### config.mk
export PLATFORM = sky130hd
export DESIGN_NAME = lpht_ctrl
export DESIGN_NICKNAME = d
export VERILOG_FILES = /design/src/sv/lpht_pkg.sv /design/src/sv/lpht_ctrl.sv
export SDC_FILE = /design/constraint.sdc
export NUM_CORES = 1
export LEC_CHECK = 0
export BUFFER_PORTS_ARGS = -buffer_cell sky130_fd_sc_hd__buf_4
export CAP_MARGIN = 40
export CORE_AREA = 2 2 39 41
export DETAILED_ROUTE_END_ITERATION = 10
export DIE_AREA = 0 0 41 43
export PLACE_DENSITY = 0.52
export REMOVE_ABC_BUFFERS = 1
export SYNTH_ARGS = -nofsm -noshare
export SYNTH_HDL_FRONTEND = slang
export SYNTH_SLANG_ARGS = --single-unit
export TNS_END_PERCENT = 20
### constraint.sdc
create_clock -name clk -period 1.2 [get_ports clk]
set_input_delay 0.24 -clock clk [delete_from_list [all_inputs] [get_ports clk]]
set_output_delay 0.24 -clock clk [all_outputs]
set_load 0.02 [all_outputs]
### src/sv/lpht_pkg.sv
package lpht_pkg;

  // Slot count; home slot is taken as the low index bits of the key,
  // so keep this a power of two.
  localparam int TABLE_SIZE = 256;
  localparam int IDX_W      = $clog2(TABLE_SIZE);

  localparam int KEY_W  = 31;
  localparam int DATA_W = 32;

  localparam int IN_TDATA_W  = 72;  // 2 + 31 + 32 = 65, padded to bytes
  localparam int OUT_TDATA_W = 40;  // 2 + 32 = 34, padded to bytes

  typedef enum logic [1:0] {
    MODE_SEARCH = 2'd0,
    MODE_INSERT = 2'd1,
    MODE_DELETE = 2'd2,
    MODE_NOP    = 2'd3
  } mode_t;

  typedef enum logic [1:0] {
    ST_OK        = 2'd0,
    ST_NOT_FOUND = 2'd1,
    ST_FULL      = 2'd2
  } status_t;

  typedef enum logic [1:0] {
    SLOT_EMPTY   = 2'd0,
    SLOT_USED    = 2'd1,
    SLOT_DELETED = 2'd2
  } slot_t;

  // One table row: state, key, value.
  localparam int ROW_W = 2 + KEY_W + DATA_W;

  typedef struct packed {
    logic    capture;   // take the request, start at home slot
    logic    advance;   // step to the next slot
    logic    wr_en;     // write the current row
    logic    wr_del;    // row write marks the slot deleted (else insert)
    logic    res_load;  // latch the result
    status_t res_status;
    logic    res_take;  // result carries the slot value
    logic    out_load;  // move result into the output register
  } lpht_cmd_t;

  typedef struct packed {
    mode_t mode;
    logic  slot_empty;
    logic  slot_used;
    logic  key_hit;
    logic  last_probe;
    logic  out_free;
  } lpht_stat_t;

endpackage

### src/sv/lpht_ctrl.sv
module lpht_ctrl (
  input  logic               clk,
  input  logic               rst_n,
  input  logic               in_tvalid,
  output logic               in_tready,
  input  lpht_pkg::lpht_stat_t stat,
  output lpht_pkg::lpht_cmd_t  cmd
);
  import lpht_pkg::*;

  typedef enum logic [1:0] {
    S_IDLE,
    S_READ,
    S_CHECK,
    S_DONE
  } state_t;

  state_t state_r, state_nxt;

  assign in_tready = (state_r == S_IDLE);

  always_comb begin
    state_nxt = state_r;
    cmd       = '0;
    cmd.res_status = ST_NOT_FOUND;
    case (state_r)
      S_IDLE: begin
        if (in_tvalid) begin
          cmd.capture = 1'b1;
          state_nxt   = S_READ;
        end
      end
      S_READ: begin
        state_nxt = S_CHECK;  // row of the home slot arrives
      end
      S_CHECK: begin
        case (stat.mode)
          MODE_SEARCH, MODE_DELETE: begin
            if (stat.slot_empty) begin
              cmd.res_load = 1'b1;
            end else if (stat.slot_used && stat.key_hit) begin
              cmd.res_load   = 1'b1;
              cmd.res_status = ST_OK;
              cmd.res_take   = 1'b1;
              cmd.wr_en      = (stat.mode == MODE_DELETE);
              cmd.wr_del     = 1'b1;
            end else if (stat.last_probe) begin
              cmd.res_load = 1'b1;
            end else begin
              cmd.advance = 1'b1;
            end
          end
          MODE_INSERT: begin
            if (!stat.slot_used) begin
              cmd.wr_en      = 1'b1;
              cmd.res_load   = 1'b1;
              cmd.res_status = ST_OK;
            end else if (stat.last_probe) begin
              cmd.res_load   = 1'b1;
              cmd.res_status = ST_FULL;
            end else begin
              cmd.advance = 1'b1;
            end
          end
          default: begin
            cmd.res_load = 1'b1;
          end
        endcase
        if (cmd.res_load) begin
          state_nxt = S_DONE;
        end
      end
      S_DONE: begin
        if (stat.out_free) begin
          cmd.out_load = 1'b1;
          state_nxt    = S_IDLE;
        end
      end
      default: begin
        state_nxt = S_IDLE;
      end
    endcase
  end

  always_ff @(posedge clk) begin
    if (!rst_n) begin
      state_r <= S_IDLE;
    end else begin
      state_r <= state_nxt;
    end
  end

endmodule

==> results by group <==
Finish
  • Area Growth Syn to Fin: 143%
  • Top reg by flops: state_r
  • Max reg flops: 2
  • Fill count: 150
  • Non-filler cells, final: 82
  • Top Registers: state_r x2
  • # diodes: 0
  • Nets: 81
  • Proportion of layout cells with a drive suffix above 1: 74.2%

Clock network
  • Num CTS Buffers: 3
  • Clock tree buffer depth: 2
  • Root Driver: clkbuf_4
  • Worst-Skew Late Latency: 0.22 ns
  • CTS tree: done
  • Max H-tree Level: 1
  • Worst-path clk slew: 0.03 ns
  • Cts hold-fix bufs: 0
  • Clk sink count: 2

Synthesis
  • Mux cell area share after synthesis: 3.94%
  • Largest family of logic cells by synthesized area: simple AND/OR/NAND/NOR gates
  • Ys Warns: 0
  • Synth Area in Compound Gates: 22.2%
  • XOR/XNOR share of the synthesized area: 0%
  • Synth Area in Adders: 14.8%
  • Syn_area_per_cell: 7.70 µm²
  • Cell taking the most area after synthesis: dfxtp_1
  • Top cell type's share of synthesized area: 15.8%
  • Synth Area in Simple Gates: 36.0%
  • Synth cell types: 19
  • Top post-synthesis cells by area: dfxtp_1, ha_1, and2_1
  • Synth Register Bits: 2
  • Mapped Cells: 33
  • Sequential-to-total area share from yosys stat: between 10% and 20%
  • Mapped Area: 254 µm²

Detailed routing
  • Avg Vias per Cell: roughly 4.3
  • TritonRoute pass-1 iters: 2
  • Detailed-route wire length: approximately 800 µm
  • Avg WL per Cell: 9.54 µm
  • Initial DRC count: 3
  • DRT antenna net count: 0
  • Vias post-DR: around 350
  • DRC Markers: 0

Pwr
  • PwrDens: 1720 nW/µm²
  • Leakage Power: 0.284 nW
  • Power, Total: 1.06 mW
  • Maximum VDD drop: 1.29 mV

Critical path
  • R2r worst-path depth: 6
  • Worst r2r src: state_r[0]
  • Crit start category: flip-flop
  • Critical R2R Capture: state_r[1]
  • CP arrival: 1.31 ns
  • Worst Path Max Fanout: 5
  • Required time of the critical path: 0.96 ns
  • Reg2reg setup slack: -0.15 ns
  • Worst setup path class: reg2out
  • Worst setup EP type: output port

STA
  • Worst-margin pin slew: 0.263 ns
  • RSZ-0062 raised after global routing: true
  • Period utilisation layout: 129%
  • Final worst setup slack: -0.347 ns
  • Final setup viols: 12
  • Final TNS setup: -2.71 ns
  • Slew headroom: 82.5%
  • Peak Freq: 646 MHz
  • Hold violation total from the final report: 0
  • Tmin final: 1.55 ns
  • Clock skew: approximately 0.00070 ns
  • Final-report max-slew violation count: 0

Global routing
  • Initial antenna violation count: 0
  • Grt total ovfl: 0
  • Gr usage total: 10.3%
  • Number of global-route vias before repair: 351
  • Largest net degree at the start of global routing: 6
  • Global-route wire length before repair: 1.26 mm

Placed design
  • Buffers on Ports: 19
  • Placed cells: 78
  • Final GP Congestion: 0.573
  • Post-DP HPWL: 584 µm

Min path
  • Hold Crit Class: in2reg
  • Min-Delay Endpoint: state_r[1]
  • Min-Delay Path Depth: 3
  • HP Start: rst_n

Die
  • Width of the die: roughly 40 µm
  • I/O pin count: 20
  • Core Region: ~1400 µm²
  • Die area: between 1500 and 2000 µm²
  • Row count: 14
  • Starting Density: 18.4%
  • Die outline height: 43 µm

Flow run
  • Number of max-cap violations: 0

Outcome
  • Status: finished with violations
  • Failing checks: setup timing
placed cells by master, fill, tap and decap left out, drive strengths merged, types with 2 or more instances in the layout:
master / synthesis / final
and2: 3 / 3
nor2b: 2 / 2
nor3: 2 / 2
ha: 3 / 3
nand3b: 2 / 2
buf: 1 / 31
dfxtp: 2 / 2
clkbuf: 0 / 3
nand2: 4 / 4
inv: 3 / 3
nor2: 2 / 2
final cells by class:
class                      count  area [µm²]  share of cell area [%]
sequential                     2        42.5                    6.90
clock buffer                   3        22.5                    3.65
tap                           16        20.0                    3.25
inverter                       3        11.3                    1.83
multi-input combinational     27         258                    41.8
timing repair buffer          31         263                    42.6
per-stage QoR:
step | utilization (%) | instance area [µm²] | hold slack [ns] | setup WS [ns]
floorplan | - | 246 | 0.386 | -1.01
global placement | 35.5 | 492 | 0.533 | -0.216
detailed placement | 35.5 | 492 | 0.533 | -0.215
CTS | 43.5 | 602 | 0.288 | -0.398
global route | 44.6 | 617 | 0.301 | -0.420
finish | 44.6 | 617 | 0.292 | -0.347
Yosys cell counts:
master    instances
mux2i_1           1
nand2_1           4
and2b_1           1
buf_4             1
ha_1              3
inv_1             3
a21oi_2           1
nand3b_1          2
a211o_1           1
o21a_1            1
nor2_1            2
o31a_1            1
a221oi_2          1
nor3_1            2
nand3_1           1
and2_1            3
dfxtp_1           2
o31ai_1           1
nor2b_1           2
layer usage:
| metal | track usage (%) | up-vias | wire (µm) |
|---|---|---|---|
| met4 | 6.00 | 0 | 0 |
| met1 | 11.8 | 154 | 316 |
| met5 | 0 | - | 0 |
| met3 | 0 | 0 | 64 |
| met2 | 17.8 | 17 | 401 |
| li1 | - | 180 | - |
worst max path at each step:
stage | from | end | slack (ns) | cells after the start
after floorplan | state_r[0] | cmd[6] | -1.01 | 6
after global placement | state_r[0] | cmd[6] | -0.22 | 8
after detailed placement | state_r[0] | cmd[6] | -0.22 | 8
after CTS | state_r[0] | cmd[6] | -0.40 | 8
after global routing | state_r[0] | cmd[3] | -0.42 | 7
final | state_r[0] | cmd[2] | -0.35 | 7
power breakdown:
group | switching, mW | internal [mW] | total [mW] | leakage [nW]
clock network | 0.0365 | 0.110 | 0.147 | 0.0138
registers | 0.0269 | 0.108 | 0.135 | 0.0172
logic | 0.344 | 0.437 | 0.781 | 0.253
total | 0.408 | 0.655 | 1.06 | 0.284
repair_timing:
| action | in CTS | in global routing |
|---|---|---|
| gates resized for setup | 21 | 3 |
| setup endpoints to repair | 12 | 12 |
| pin swaps | 5 | 1 |
| setup buffers | 1 | 0 |
| endpoints found under the hold margin | 0 | 0 |
critical path, cell delays in order (launching register included):
cell and delay [ns]:
dfxtp_2 0.31, inv_2 0.07, ha_4 0.13, buf_4 0.13, nand2_2 0.07, nor3_1 0.18
nor2_1 0.06, buf_4 0.15
cell families (layout without fill, tap and decap cells):
logic type,after synthesis,count (layout)
AOI/OAI and AO/OA,6,6
adders and majority gates,3,3
buffers and inverters,4,37
DFF,2,2
muxes,1,1
and+or+nand+nor,17,17
Note: power is estimated with default switching activity, not from simulation.
